`src/hdl/hbs_pkg.sv`:
```
// Shared constants and types for the histogram box smoothing block.
// No dependencies; every module of the block but hbs_queue imports this package.
package hbs_pkg;

    // Default sizing of the block
    localparam int NUM_BINS_DEF   = 256;
    localparam int MAX_RADIUS_DEF = 5;
    localparam int COUNT_BITS_DEF = 24;

    // Fixed field widths on the ports
    localparam int IN_COUNT_BITS  = 24;
    localparam int OUT_COUNT_BITS = 24;
    localparam int OUT_INDEX_BITS = 8;
    localparam int CFG_BITS       = 3;

    // Radius used after reset and for any radius outside the legal range
    localparam int DEFAULT_RADIUS = 3;

    // Depth of the queue between the front and back parts
    localparam int QUEUE_DEPTH    = 4;

    // Position of a bin within its histogram
    typedef struct packed {
        logic first;
        logic last;
    } t_bin_flags;

    // Status of the back part, seen by the top level checks
    typedef struct packed {
        logic flushing;
        logic pop;
    } t_back_status;

endpackage

```
`src/hdl/histogram_box_smoothing.sv`:
```
// Box smoothing of a histogram: one bin count per item, one smoothed count per bin.
// Throughput: one bin per cycle unless stalled; the last bin adds r results (r = radius).
// The result for bin i goes through queue, sum and divider after bin i+r is taken.
// The queue (4 items) lets bins keep arriving while the final results drain.
// Reset: synchronous, active low; clears control state and sets the radius to 3.
module histogram_box_smoothing import hbs_pkg::*; #(
    parameter int NUM_BINS   = NUM_BINS_DEF,
    parameter int MAX_RADIUS = MAX_RADIUS_DEF,
    parameter int COUNT_BITS = COUNT_BITS_DEF
) (
    input  logic                  i_clk,
    input  logic                  i_rst_n,
    input  logic                  i_cfg_valid,
    output logic                  o_cfg_ready,
    input  logic [CFG_BITS-1:0]   i_cfg_data,    // smoothing_radius
    input  logic                  s_axis_tvalid,
    output logic                  s_axis_tready,
    input  logic [23:0]           s_axis_tdata,  // [23:0] bin_count
    output logic                  m_axis_tvalid,
    input  logic                  m_axis_tready,
    output logic [31:0]           m_axis_tdata,  // [23:0] smoothed_count, [31:24] bin_index
    output logic                  m_axis_tlast   // last
);

    localparam int CB = COUNT_BITS;
    localparam int IB = $clog2(NUM_BINS);
    localparam int RB = $clog2(MAX_RADIUS + 1);
    localparam int SB = CB + $clog2(2 * MAX_RADIUS + 2);
    localparam int QW = CB + IB + RB + $bits(t_bin_flags);
    localparam int QL = $clog2(QUEUE_DEPTH + 1);

    logic                      w_q_push, w_q_full, w_q_valid, w_q_pop;
    logic [CB-1:0]             w_f_count, w_b_count;
    logic [IB-1:0]             w_f_index, w_b_index;
    logic [RB-1:0]             w_f_radius, w_b_radius;
    t_bin_flags                w_f_flags, w_b_flags;
    logic [QW-1:0]             w_q_wdata, w_q_rdata;
    logic [QL-1:0]             w_q_level;
    logic                      w_job_valid, w_job_ready, w_job_last;
    logic [SB-1:0]             w_job_sum;
    logic [RB-1:0]             w_job_radius;
    logic [OUT_INDEX_BITS-1:0] w_job_index;
    t_back_status              w_status;
    logic [OUT_COUNT_BITS-1:0] w_out_count;
    logic [OUT_INDEX_BITS-1:0] w_out_index;

    hbs_front #(
        .NUM_BINS   (NUM_BINS),
        .MAX_RADIUS (MAX_RADIUS),
        .COUNT_BITS (COUNT_BITS)
    ) u_front (
        .i_clk       (i_clk),
        .i_rst_n     (i_rst_n),
        .i_cfg_valid (i_cfg_valid),
        .o_cfg_ready (o_cfg_ready),
        .i_cfg_data  (i_cfg_data),
        .i_s_valid   (s_axis_tvalid),
        .o_s_ready   (s_axis_tready),
        .i_s_data    (s_axis_tdata),
        .i_q_full    (w_q_full),
        .o_q_push    (w_q_push),
        .o_q_count   (w_f_count),
        .o_q_index   (w_f_index),
        .o_q_radius  (w_f_radius),
        .o_q_flags   (w_f_flags)
    );

    // Pack the classified bin for the queue
    assign w_q_wdata = {w_f_flags, w_f_radius, w_f_index, w_f_count};
    assign {w_b_flags, w_b_radius, w_b_index, w_b_count} = w_q_rdata;

    hbs_queue #(
        .WIDTH (QW),
        .DEPTH (QUEUE_DEPTH)
    ) u_queue (
        .i_clk   (i_clk),
        .i_rst_n (i_rst_n),
        .i_push  (w_q_push),
        .i_data  (w_q_wdata),
        .o_full  (w_q_full),
        .i_pop   (w_q_pop),
        .o_valid (w_q_valid),
        .o_data  (w_q_rdata),
        .o_level (w_q_level)
    );

    hbs_back #(
        .NUM_BINS   (NUM_BINS),
        .MAX_RADIUS (MAX_RADIUS),
        .COUNT_BITS (COUNT_BITS)
    ) u_back (
        .i_clk        (i_clk),
        .i_rst_n      (i_rst_n),
        .i_q_valid    (w_q_valid),
        .o_q_pop      (w_q_pop),
        .i_q_count    (w_b_count),
        .i_q_index    (w_b_index),
        .i_q_radius   (w_b_radius),
        .i_q_flags    (w_b_flags),
        .o_job_valid  (w_job_valid),
        .i_job_ready  (w_job_ready),
        .o_job_sum    (w_job_sum),
        .o_job_radius (w_job_radius),
        .o_job_index  (w_job_index),
        .o_job_last   (w_job_last),
        .o_status     (w_status)
    );

    hbs_div #(
        .MAX_RADIUS (MAX_RADIUS),
        .COUNT_BITS (COUNT_BITS)
    ) u_div (
        .i_clk        (i_clk),
        .i_rst_n      (i_rst_n),
        .i_job_valid  (w_job_valid),
        .o_job_ready  (w_job_ready),
        .i_job_sum    (w_job_sum),
        .i_job_radius (w_job_radius),
        .i_job_index  (w_job_index),
        .i_job_last   (w_job_last),
        .o_m_valid    (m_axis_tvalid),
        .i_m_ready    (m_axis_tready),
        .o_count      (w_out_count),
        .o_index      (w_out_index),
        .o_last       (m_axis_tlast)
    );

    assign m_axis_tdata = {w_out_index, w_out_count};

    // No new bin is taken from the queue while the final results drain
    a_flush_holds_queue: assert property (@(posedge i_clk) disable iff (!i_rst_n)
        w_status.flushing |-> !w_status.pop)
        else $error("bin popped during flush");

    // The closing result carries the index of the final bin
    a_last_index: assert property (@(posedge i_clk) disable iff (!i_rst_n)
        (m_axis_tvalid && m_axis_tlast) |->
            (m_axis_tdata[31:24] == OUT_INDEX_BITS'(NUM_BINS - 1)))
        else $error("last flag on a result that is not the final bin");

    // Queue fill never passes its depth
    a_queue_level: assert property (@(posedge i_clk) disable iff (!i_rst_n)
        w_q_level <= QL'(QUEUE_DEPTH))
        else $error("queue level beyond depth");

endmodule

```
`src/hdl/hbs_queue.sv`:
```
// Small register queue that decouples the front part from the back part.
// Depends on nothing but its parameters.
module hbs_queue #(
    parameter int WIDTH = 8,
    parameter int DEPTH = 4
) (
    input  logic                          i_clk,
    input  logic                          i_rst_n,
    input  logic                          i_push,
    input  logic [WIDTH-1:0]              i_data,
    output logic                          o_full,
    input  logic                          i_pop,
    output logic                          o_valid,
    output logic [WIDTH-1:0]              o_data,
    output logic [$clog2(DEPTH+1)-1:0]    o_level
);

    localparam int PB = (DEPTH > 1) ? $clog2(DEPTH) : 1;
    localparam int LB = $clog2(DEPTH + 1);

    logic [WIDTH-1:0] r_mem [DEPTH];
    logic [PB-1:0]    r_wr, n_wr;
    logic [PB-1:0]    r_rd, n_rd;
    logic [LB-1:0]    r_level, n_level;
    logic             w_push, w_pop;

    assign o_full  = (r_level == LB'(DEPTH));
    assign o_valid = (r_level != '0);
    assign o_data  = r_mem[r_rd];
    assign o_level = r_level;

    assign w_push = i_push && !o_full;
    assign w_pop  = i_pop && o_valid;

    // Advance pointers with wrap at the queue depth
    always_comb begin
        n_wr    = r_wr;
        n_rd    = r_rd;
        n_level = r_level;
        if (w_push) begin
            n_wr = (r_wr == PB'(DEPTH - 1)) ? '0 : r_wr + PB'(1);
        end
        if (w_pop) begin
            n_rd = (r_rd == PB'(DEPTH - 1)) ? '0 : r_rd + PB'(1);
        end
        if (w_push && !w_pop) begin
            n_level = r_level + LB'(1);
        end else if (w_pop && !w_push) begin
            n_level = r_level - LB'(1);
        end
    end

    always_ff @(posedge i_clk) begin
        if (!i_rst_n) begin
            r_wr    <= '0;
            r_rd    <= '0;
            r_level <= '0;
        end else begin
            r_wr    <= n_wr;
            r_rd    <= n_rd;
            r_level <= n_level;
        end
    end

    // Store the item at the write pointer
    always_ff @(posedge i_clk) begin
        if (w_push) begin
            r_mem[r_wr] <= i_data;
        end
    end

endmodule

```
`src/hdl/hbs_front.sv`:
```
// Front part: configuration register, item accept, bin numbering and radius latch.
// Depends on hbs_pkg.
module hbs_front import hbs_pkg::*; #(
    parameter int NUM_BINS   = NUM_BINS_DEF,
    parameter int MAX_RADIUS = MAX_RADIUS_DEF,
    parameter int COUNT_BITS = COUNT_BITS_DEF
) (
    input  logic                              i_clk,
    input  logic                              i_rst_n,
    input  logic                              i_cfg_valid,
    output logic                              o_cfg_ready,
    input  logic [CFG_BITS-1:0]               i_cfg_data,
    input  logic                              i_s_valid,
    output logic                              o_s_ready,
    input  logic [IN_COUNT_BITS-1:0]          i_s_data,
    input  logic                              i_q_full,
    output logic                              o_q_push,
    output logic [COUNT_BITS-1:0]             o_q_count,
    output logic [$clog2(NUM_BINS)-1:0]       o_q_index,
    output logic [$clog2(MAX_RADIUS+1)-1:0]   o_q_radius,
    output t_bin_flags                        o_q_flags
);

    localparam int IB    = $clog2(NUM_BINS);
    localparam int RB    = $clog2(MAX_RADIUS + 1);
    localparam int DEF_R = (MAX_RADIUS < DEFAULT_RADIUS) ? MAX_RADIUS : DEFAULT_RADIUS;

    logic [CFG_BITS-1:0] r_cfg_radius;
    logic [IB-1:0]       r_k, n_k;
    logic [RB-1:0]       r_rad, n_rad;
    logic [RB-1:0]       w_eff_radius;
    logic                w_accept;
    logic                w_first, w_last;

    assign o_cfg_ready = 1'b1;
    assign o_s_ready   = !i_q_full;
    assign w_accept    = i_s_valid && !i_q_full;

    // Map an illegal radius onto the default
    assign w_eff_radius = ((r_cfg_radius == '0) ||
                           ((CFG_BITS + 1)'(r_cfg_radius) > (CFG_BITS + 1)'(MAX_RADIUS)))
                          ? RB'(DEF_R) : RB'(r_cfg_radius);

    assign w_first = (r_k == '0);
    assign w_last  = (r_k == IB'(NUM_BINS - 1));

    // Latch the radius on the first bin and number the bins
    always_comb begin
        n_k   = r_k;
        n_rad = r_rad;
        if (w_accept) begin
            n_k = w_last ? '0 : r_k + IB'(1);
            if (w_first) begin
                n_rad = w_eff_radius;
            end
        end
    end

    always_ff @(posedge i_clk) begin
        if (!i_rst_n) begin
            r_cfg_radius <= CFG_BITS'(DEFAULT_RADIUS);
            r_k          <= '0;
            r_rad        <= RB'(DEF_R);
        end else begin
            if (i_cfg_valid) begin
                r_cfg_radius <= i_cfg_data;
            end
            r_k   <= n_k;
            r_rad <= n_rad;
        end
    end

    // Hand the classified item to the queue
    assign o_q_push        = w_accept;
    assign o_q_count       = COUNT_BITS'(i_s_data);
    assign o_q_index       = r_k;
    assign o_q_radius      = w_first ? w_eff_radius : r_rad;
    assign o_q_flags.first = w_first;
    assign o_q_flags.last  = w_last;

endmodule

```
`src/hdl/hbs_back.sv`:
```
// Back part: delay line, running window sum and the end-of-histogram flush.
// Depends on hbs_pkg; feeds sums to hbs_div.
module hbs_back import hbs_pkg::*; #(
    parameter int NUM_BINS   = NUM_BINS_DEF,
    parameter int MAX_RADIUS = MAX_RADIUS_DEF,
    parameter int COUNT_BITS = COUNT_BITS_DEF
) (
    input  logic                                            i_clk,
    input  logic                                            i_rst_n,
    input  logic                                            i_q_valid,
    output logic                                            o_q_pop,
    input  logic [COUNT_BITS-1:0]                           i_q_count,
    input  logic [$clog2(NUM_BINS)-1:0]                     i_q_index,
    input  logic [$clog2(MAX_RADIUS+1)-1:0]                 i_q_radius,
    input  t_bin_flags                                      i_q_flags,
    output logic                                            o_job_valid,
    input  logic                                            i_job_ready,
    output logic [COUNT_BITS+$clog2(2*MAX_RADIUS+2)-1:0]    o_job_sum,
    output logic [$clog2(MAX_RADIUS+1)-1:0]                 o_job_radius,
    output logic [OUT_INDEX_BITS-1:0]                       o_job_index,
    output logic                                            o_job_last,
    output t_back_status                                    o_status
);

    localparam int CB = COUNT_BITS;
    localparam int IB = $clog2(NUM_BINS);
    localparam int RB = $clog2(MAX_RADIUS + 1);
    localparam int LD = 2 * MAX_RADIUS + 1;
    localparam int LB = $clog2(LD);
    localparam int DB = $clog2(2 * MAX_RADIUS + 2);
    localparam int SB = CB + DB;
    localparam int CW = ((IB > LB) ? IB : LB) + 1;

    typedef enum logic [1:0] {
        ST_RUN   = 2'b01,
        ST_FLUSH = 2'b10
    } t_back_state;

    t_back_state   r_state, n_state;
    logic [CB-1:0] r_line [LD];
    logic [CB-1:0] r_first;
    logic [SB-1:0] r_wsum;
    logic [RB-1:0] r_t;
    logic [IB-1:0] r_k;
    logic [RB-1:0] r_r;

    logic [DB-1:0] w_in_div;
    logic [LB-1:0] w_in_sel;
    logic [CB-1:0] w_in_old;
    logic [SB-1:0] w_in_wsum;
    logic          w_in_emit;
    logic [LB-1:0] w_fl_sel;
    logic [CB-1:0] w_fl_old;
    logic [SB-1:0] w_fl_wsum;
    logic          w_fl_last;
    logic          w_pop;
    logic          w_fl_step;

    // Running sum for a newly arrived bin: add it, drop the bin 2r+1 back
    assign w_in_div  = DB'({i_q_radius, 1'b1});
    assign w_in_sel  = LB'({i_q_radius, 1'b0});
    assign w_in_old  = (CW'(i_q_index) >= CW'({i_q_radius, 1'b0}) + CW'(1))
                       ? r_line[w_in_sel] : r_first;
    assign w_in_wsum = i_q_flags.first ? SB'(i_q_count) * SB'(w_in_div)
                       : r_wsum + SB'(i_q_count) - SB'(w_in_old);
    assign w_in_emit = (CW'(i_q_index) >= CW'(i_q_radius));

    // Flush step: the last bin repeats past the high edge
    assign w_fl_sel  = LB'({r_r, 1'b0}) - LB'(r_t) + LB'(1);
    assign w_fl_old  = (CW'(r_k) >= CW'(w_fl_sel)) ? r_line[w_fl_sel] : r_first;
    assign w_fl_wsum = r_wsum + SB'(r_line[0]) - SB'(w_fl_old);
    assign w_fl_last = (r_t == r_r);

    // Sequence normal bins and the flush of the final results
    always_comb begin
        n_state      = r_state;
        w_pop        = 1'b0;
        w_fl_step    = 1'b0;
        o_job_valid  = 1'b0;
        o_job_sum    = w_in_wsum + SB'(i_q_radius);
        o_job_radius = i_q_radius;
        o_job_index  = OUT_INDEX_BITS'(i_q_index - IB'(i_q_radius));
        o_job_last   = 1'b0;
        unique case (r_state)
            ST_RUN: begin
                o_job_valid = i_q_valid && w_in_emit;
                w_pop       = i_q_valid && i_job_ready;
                if (w_pop && i_q_flags.last) begin
                    n_state = ST_FLUSH;
                end
            end
            ST_FLUSH: begin
                o_job_valid  = 1'b1;
                o_job_sum    = w_fl_wsum + SB'(r_r);
                o_job_radius = r_r;
                o_job_index  = OUT_INDEX_BITS'(r_k - IB'(r_r) + IB'(r_t));
                o_job_last   = w_fl_last;
                w_fl_step    = i_job_ready;
                if (i_job_ready && w_fl_last) begin
                    n_state = ST_RUN;
                end
            end
            default: begin
                n_state = ST_RUN;
            end
        endcase
    end

    assign o_q_pop           = w_pop;
    assign o_status.flushing = (r_state == ST_FLUSH);
    assign o_status.pop      = w_pop;

    always_ff @(posedge i_clk) begin
        if (!i_rst_n) begin
            r_state <= ST_RUN;
        end else begin
            r_state <= n_state;
        end
    end

    // Shift the delay line and keep the window sum
    always_ff @(posedge i_clk) begin
        if (w_pop) begin
            r_line[0] <= i_q_count;
            for (int d = 1; d < LD; d++) begin
                r_line[d] <= r_line[d-1];
            end
            if (i_q_flags.first) begin
                r_first <= i_q_count;
            end
            r_wsum <= w_in_wsum;
            r_t    <= RB'(1);
            r_k    <= i_q_index;
            r_r    <= i_q_radius;
        end else if (w_fl_step) begin
            r_wsum <= w_fl_wsum;
            r_t    <= r_t + RB'(1);
        end
    end

endmodule

```
`src/hdl/hbs_div.sv`:
```
// Division of the window sum by 2r+1 through a reciprocal multiply and one
// correction, with the output register. Depends on hbs_pkg.
module hbs_div import hbs_pkg::*; #(
    parameter int MAX_RADIUS = MAX_RADIUS_DEF,
    parameter int COUNT_BITS = COUNT_BITS_DEF
) (
    input  logic                                            i_clk,
    input  logic                                            i_rst_n,
    input  logic                                            i_job_valid,
    output logic                                            o_job_ready,
    input  logic [COUNT_BITS+$clog2(2*MAX_RADIUS+2)-1:0]    i_job_sum,
    input  logic [$clog2(MAX_RADIUS+1)-1:0]                 i_job_radius,
    input  logic [OUT_INDEX_BITS-1:0]                       i_job_index,
    input  logic                                            i_job_last,
    output logic                                            o_m_valid,
    input  logic                                            i_m_ready,
    output logic [OUT_COUNT_BITS-1:0]                       o_count,
    output logic [OUT_INDEX_BITS-1:0]                       o_index,
    output logic                                            o_last
);

    localparam int RB = $clog2(MAX_RADIUS + 1);
    localparam int DB = $clog2(2 * MAX_RADIUS + 2);
    localparam int SB = COUNT_BITS + DB;

    // floor(2^SB / (2r+1)) for every legal radius
    logic [SB-1:0] w_recip [MAX_RADIUS+1];
    assign w_recip[0] = '0;
    for (genvar g = 1; g <= MAX_RADIUS; g++) begin : g_recip
        localparam logic [SB:0] RECIP = {1'b1, {SB{1'b0}}} / (SB + 1)'(2 * g + 1);
        assign w_recip[g] = RECIP[SB-1:0];
    end

    logic                      r_s0_valid;
    logic [SB-1:0]             r_s0_sum;
    logic [RB-1:0]             r_s0_r;
    logic [OUT_INDEX_BITS-1:0] r_s0_index;
    logic                      r_s0_last;

    logic                      r_s1_valid;
    logic [SB-1:0]             r_s1_q0;
    logic [SB-1:0]             r_s1_sum;
    logic [DB-1:0]             r_s1_d;
    logic [OUT_INDEX_BITS-1:0] r_s1_index;
    logic                      r_s1_last;

    logic                      r_s2_valid;
    logic [OUT_COUNT_BITS-1:0] r_s2_count;
    logic [OUT_INDEX_BITS-1:0] r_s2_index;
    logic                      r_s2_last;

    logic                      w_s0_ready, w_s1_ready, w_s2_ready;
    logic [2*SB-1:0]           w_prod;
    logic [SB-1:0]             w_rem;
    logic [SB-1:0]             w_q;

    // Stall chain: a stage moves when its successor has room
    assign w_s2_ready  = !r_s2_valid || i_m_ready;
    assign w_s1_ready  = !r_s1_valid || w_s2_ready;
    assign w_s0_ready  = !r_s0_valid || w_s1_ready;
    assign o_job_ready = w_s0_ready;

    // Estimate the quotient, then correct by one where the remainder allows
    assign w_prod = (2*SB)'(r_s0_sum) * (2*SB)'(w_recip[r_s0_r]);
    assign w_rem  = r_s1_sum - SB'(r_s1_q0 * SB'(r_s1_d));
    assign w_q    = (w_rem >= SB'(r_s1_d)) ? r_s1_q0 + SB'(1) : r_s1_q0;

    always_ff @(posedge i_clk) begin
        if (!i_rst_n) begin
            r_s0_valid <= 1'b0;
            r_s1_valid <= 1'b0;
            r_s2_valid <= 1'b0;
        end else begin
            if (w_s0_ready) begin
                r_s0_valid <= i_job_valid;
            end
            if (w_s1_ready) begin
                r_s1_valid <= r_s0_valid;
            end
            if (w_s2_ready) begin
                r_s2_valid <= r_s1_valid;
            end
        end
    end

    // Payload of each stage
    always_ff @(posedge i_clk) begin
        if (w_s0_ready) begin
            r_s0_sum   <= i_job_sum;
            r_s0_r     <= i_job_radius;
            r_s0_index <= i_job_index;
            r_s0_last  <= i_job_last;
        end
        if (w_s1_ready) begin
            r_s1_q0    <= w_prod[2*SB-1:SB];
            r_s1_sum   <= r_s0_sum;
            r_s1_d     <= DB'({r_s0_r, 1'b1});
            r_s1_index <= r_s0_index;
            r_s1_last  <= r_s0_last;
        end
        if (w_s2_ready) begin
            r_s2_count <= OUT_COUNT_BITS'(w_q);
            r_s2_index <= r_s1_index;
            r_s2_last  <= r_s1_last;
        end
    end

    assign o_m_valid = r_s2_valid;
    assign o_count   = r_s2_count;
    assign o_index   = r_s2_index;
    assign o_last    = r_s2_last;

endmodule

```
`config.mk`:
```
export PLATFORM = sky130hd
export DESIGN_NAME = histogram_box_smoothing
export DESIGN_NICKNAME = d
export VERILOG_FILES = /design/src/hdl/hbs_pkg.sv /design/src/hdl/histogram_box_smoothing.sv /design/src/hdl/hbs_queue.sv /design/src/hdl/hbs_front.sv /design/src/hdl/hbs_back.sv /design/src/hdl/hbs_div.sv
export SDC_FILE = /design/constraint.sdc
export NUM_CORES = 2
export LEC_CHECK = 0
export ABC_CLOCK_PERIOD_IN_PS = 10700
export BUFFER_PORTS_ARGS = -buffer_cell sky130_fd_sc_hd__buf_2
export CAP_MARGIN = 40
export CORE_MARGIN = 2
export CORE_UTILIZATION = 50
export CTS_BUF_LIST = sky130_fd_sc_hd__clkbuf_4
export DETAILED_ROUTE_END_ITERATION = 8
export PLACE_DENSITY_LB_ADDON = 0.2
export SLEW_MARGIN = 15
export SYNTH_ARGS = -nofsm -noshare
export SYNTH_HDL_FRONTEND = slang
export SYNTH_SLANG_ARGS = --single-unit
```
`constraint.sdc`:
```
create_clock -name i_clk -period 10.7 [get_ports i_clk]
set_input_delay 1.07 -clock i_clk [delete_from_list [all_inputs] [get_ports i_clk]]
set_output_delay 1.07 -clock i_clk [all_outputs]
set_load 0.005 [all_outputs]
```
==> results summary <==
The count of hold-fix buffers inserted at cts is 0. The number of buffers inserted by port buffering is 66. The setup violation total in the final timing report came out at 0. In this run the worst setup path begins at u_div.r_s0_r[0]$_DFFE_PP_. The largest net degree at the start of global routing came out at 172. STA puts the critical path data arrival time at 10.11 ns.

The slack of the worst reg-to-reg path is between 1 and 1.5 ns. The final worst clock skew came out at 0.1391 ns. The share of the synthesized area in the top cell type came out at 0.3046.

The register bit count reported by yosys came out at 647. The total number of vias is approximately 41000. The worst setup path is captured at a flip-flop. At the worst endpoint, the required time is about 11 ns. The initial antenna violation count is 6. By startpoint and endpoint, the worst setup path is classified as flip-flop to flip-flop. The cell taking the most area after synthesis is edfxtp_1.

The total routing resource utilization after global routing is 0.2698. For this run, asynchronously set or reset flops after synthesis account for 0. Setup repair after global routing left no endpoint under its margin. The total CTS buffers is 174. At the end of routability-driven placement, the weighted congestion stood at ~0.98. After synthesis the cells add up to 60720 um^2. The worst register-to-register path ends at u_div.r_s1_q0[23]$_DFFE_PP_.

The first routing iteration left approximately 3800 violations. The minimum period implied by the final worst setup slack is 9.340 ns. Following the worst setup path forward leads to its endpoint at u_div.r_s1_q0[23]$_DFFE_PP_. The final core utilization is 0.5463. The proportion of synthesized chip area in sequential cells came out at 0.3148. The number of iterations in the first detailed-routing pass is 6.

In this design, the critical path's most frequently occurring cell is fa_1. The clock net in this run drives a total of 647 sinks. The die boundary width is 352.5 um. The max-slew violation total from the final report is 0. The number of warnings printed during yosys synthesis is 0.

In this run the critical register-to-register path is launched from u_div.r_s0_r[0]$_DFFE_PP_. The sum of routed wire length over all layers came out at between 150000 and 200000 um. The final net count is 6816.

The via density per instance came out at 5.641. The post-CTS setup repair buffer count is 0. The delay of the slowest cell on the worst path is 0.57 ns. Ranked by total cell area, the synthesized netlist is headed by edfxtp_1, fa_1, ha_1, inv_1, mux4_2.

The antenna violation net count after detailed routing came out at 0. The vertical die dimension came out at 352.5 um. The number of distinct standard cells referenced by the synthesized netlist is 99. For this run the aggregate overflow at the end of global routing stands at 0. The tightest min-delay check is of the input port to flip-flop type.

The sum of negative setup slack came out at 0 ns. The count of filler cells inserted in the layout is ~11000. The proportion of layout cells with a drive suffix above 1 came out at 0.1142.

In the synthesized netlist the dominant register cell turns out to be edfxtp_1. The standard cell core area came out at 120100 um^2. The worst max-slew margin expressed relative to the limit came out at 0.1922. The post-route fraction of the period consumed by the critical path came out at 0.8729. The worst register-to-register path has a depth of 28. The number of I/O pins is 68. The worst setup path is launched from a flip-flop. The die covers 124200 um^2.

The clock latency on the worst-skew pair is 1.16 ns. The number of remaining DRC errors is 0. Synthesis produced about 5400 cells. The area added between synthesis and finish is 8.071%. The HPWL reported at the end of detailed placement came out at around 130000 um. The cell sitting at the root of the clock tree is a clkbuf_4.

The maximum fanout along the worst path came out at 20. The count of flip-flops with a built-in enable after synthesis came out at 616. The max-cap violation count is 0.

The count of instances resized after the clock tree is built came out at 0. The first-pass GRT wire length is ~260000 um. The maximum number of buffers from clock root to sink came out at 3.

The number of placement rows came out at 127. The starting density of the core came out at 0.5055. The maximum achievable frequency came out at 0.1071 GHz. The transition at the pin with the smallest max-transition slack is between 1 and 1.5 ns. The largest individual stage delay along the critical path comes from the cell a211oi_1. TritonCTS built the clock tree. The final count of hold timing violations was 0. The via count of the first global-routing pass came to approximately 43000. The number of nets in the synthesized netlist came out at 6693. The deepest level of the CTS H-tree came out at 4. The routed length per placed instance is 22.53 um.

The clock transition at the registers of the reported paths came out at 0.06 ns. The flow ran to the end, and the final reports show no timing, DRC or antenna violations. A synthesized cell averages 11.15 um^2.
-- routing by layer --
metal / vias to the layer above / routed length (um) / GRT usage / part of all wire
li1: 18500 / - / - / -
met1: 20960 / 67610 / 0.3602 / 0.41
met2: 1570 / 79690 / 0.4439 / 0.48
met3: 322 / 12390 / 0.05201 / 0.075
met4: 8 / 5418 / 0.08923 / 0.033
met5: - / 58 / 0 / 0.00035
-- cell usage after synthesis (66+ instances only) --
cell type  count
a21o_1        66
a21oi_1      158
and2_1       240
clkbuf_1     157
edfxtp_1     616
fa_1         759
ha_1         454
inv_1       1007
mux2i_1       80
mux4_2       107
nand2_1      466
nor2_1       221
o21ai_0      137
xnor2_1      110
xor2_1        85
-- worst min path at each step --
stage | startpoint | to | cells after the start
after floorplan | u_div.r_s1_index[0]$_DFFE_PP_ | u_div.o_index[0]$_DFFE_PP_ | 0
after global placement | u_div.r_s0_index[1]$_DFFE_PP_ | u_div.r_s1_index[1]$_DFFE_PP_ | 0
after detailed placement | u_div.r_s0_index[4]$_DFFE_PP_ | u_div.r_s1_index[4]$_DFFE_PP_ | 0
after CTS | s_axis_tdata[10] | u_queue.r_mem[1][10]$_DFFE_PP_ | 1
after global routing | s_axis_tdata[10] | u_queue.r_mem[1][10]$_DFFE_PP_ | 1
final | s_axis_tdata[10] | u_queue.r_mem[1][10]$_DFFE_PP_ | 1
-- area by class of cell --
| cell class | instances | area, um^2 | share of cell area |
|---|---|---|---|
| diodes | 8 | 20.02 | 0.0003051 |
| clock buffers | 260 | 1952 | 0.02974 |
| clock inverters | 56 | 366.6 | 0.005586 |
| inverters | 1009 | 3795 | 0.05783 |
| multi-input cells | 3593 | 37140 | 0.5660 |
| flip-flops and latches | 647 | 19120 | 0.2914 |
| well taps | 1612 | 2017 | 0.03073 |
| repair buffers | 146 | 1206 | 0.01838 |
-- state kept, by name, indices dropped and copies added (netlist names), 24 cells and up, named ones only --
signal	cells
u_div.r_s0_sum	28
u_back.r_wsum	28
u_div.r_s1_q0	28
u_back.r_first	24
u_queue.r_mem	148
u_div.r_s1_sum	28
u_back.r_line	264
u_div.o_count	24
-- cells in the final DEF (no fill, tap or decap), types with 9 or more instances in the layout --
cell type	netlist	routed
inv_1	1007	1006
fa_1	759	759
edfxtp_1	616	616
nand2_1	466	465
ha_1	454	451
clkbuf_4	0	260
and2_1	240	240
nor2_1	221	219
a21oi_1	158	158
o21ai_0	137	137
xnor2_1	110	109
mux4_2	107	106
xor2_1	85	85
mux2i_1	80	79
buf_2	17	68
a21o_1	66	66
nand3_1	60	58
buf_4	1	58
and3_1	61	57
nor2b_1	56	53
nor3_1	52	52
o211ai_1	48	48
mux2_2	42	42
a211oi_1	42	42
clkinv_1	1	33
o21a_1	28	28
dfxtp_1	31	28
nand4_1	24	24
nand2b_1	23	23
a31oi_1	23	23
or3_1	22	22
or2_2	17	17
o21bai_1	14	14
o31ai_1	13	13
o21ai_1	14	13
o2111ai_1	12	12
a21boi_0	9	9
a211o_1	9	9
-- cells by family after synthesis --
logic type                 after synthesis  share of synthesized area
and+or+nand+nor                       1296                     0.1056
AOI/OAI and AO/OA                      659                    0.07183
muxes                                  229                    0.06066
buffers and inverters                 1208                    0.07508
DFF                                    647                     0.3148
other                                    1                 0.00006176
xor gates and xnor gates               195                    0.02813
adders and majority gates             1213                     0.3438
-- critical path: cells and delay by family (launching register included) --
family                   cells  cell delay [ns]
adder cells (fa/ha/maj)      9             3.92
AO/OA/AOI/OAI                9             2.69
AND/OR/NAND/NOR              4             1.31
flip-flops                   1             0.55
buffers and inverters        5             0.45
XOR/XNOR                     1             0.13
-- stage by stage --
stage | instances | hold slack (ns) | instance area [um^2] | setup WS (ns)
after global routing | 7330 | 0.01810 | 65620 | 0.8251
after detailed placement | 7006 | 0.4045 | 63260 | 1.411
after floorplan | 5448 | 0.4003 | 60720 | 2.658
final | 7331 | 0.1789 | 65620 | 1.360
after global placement | 6986 | 0.4038 | 62870 | 1.265
after CTS | 7322 | 0.01772 | 65580 | 1.400
Power is left out: the tool's default activity adds up to more than one toggle a clock period on the data nets, which glitch-free logic cannot reach.
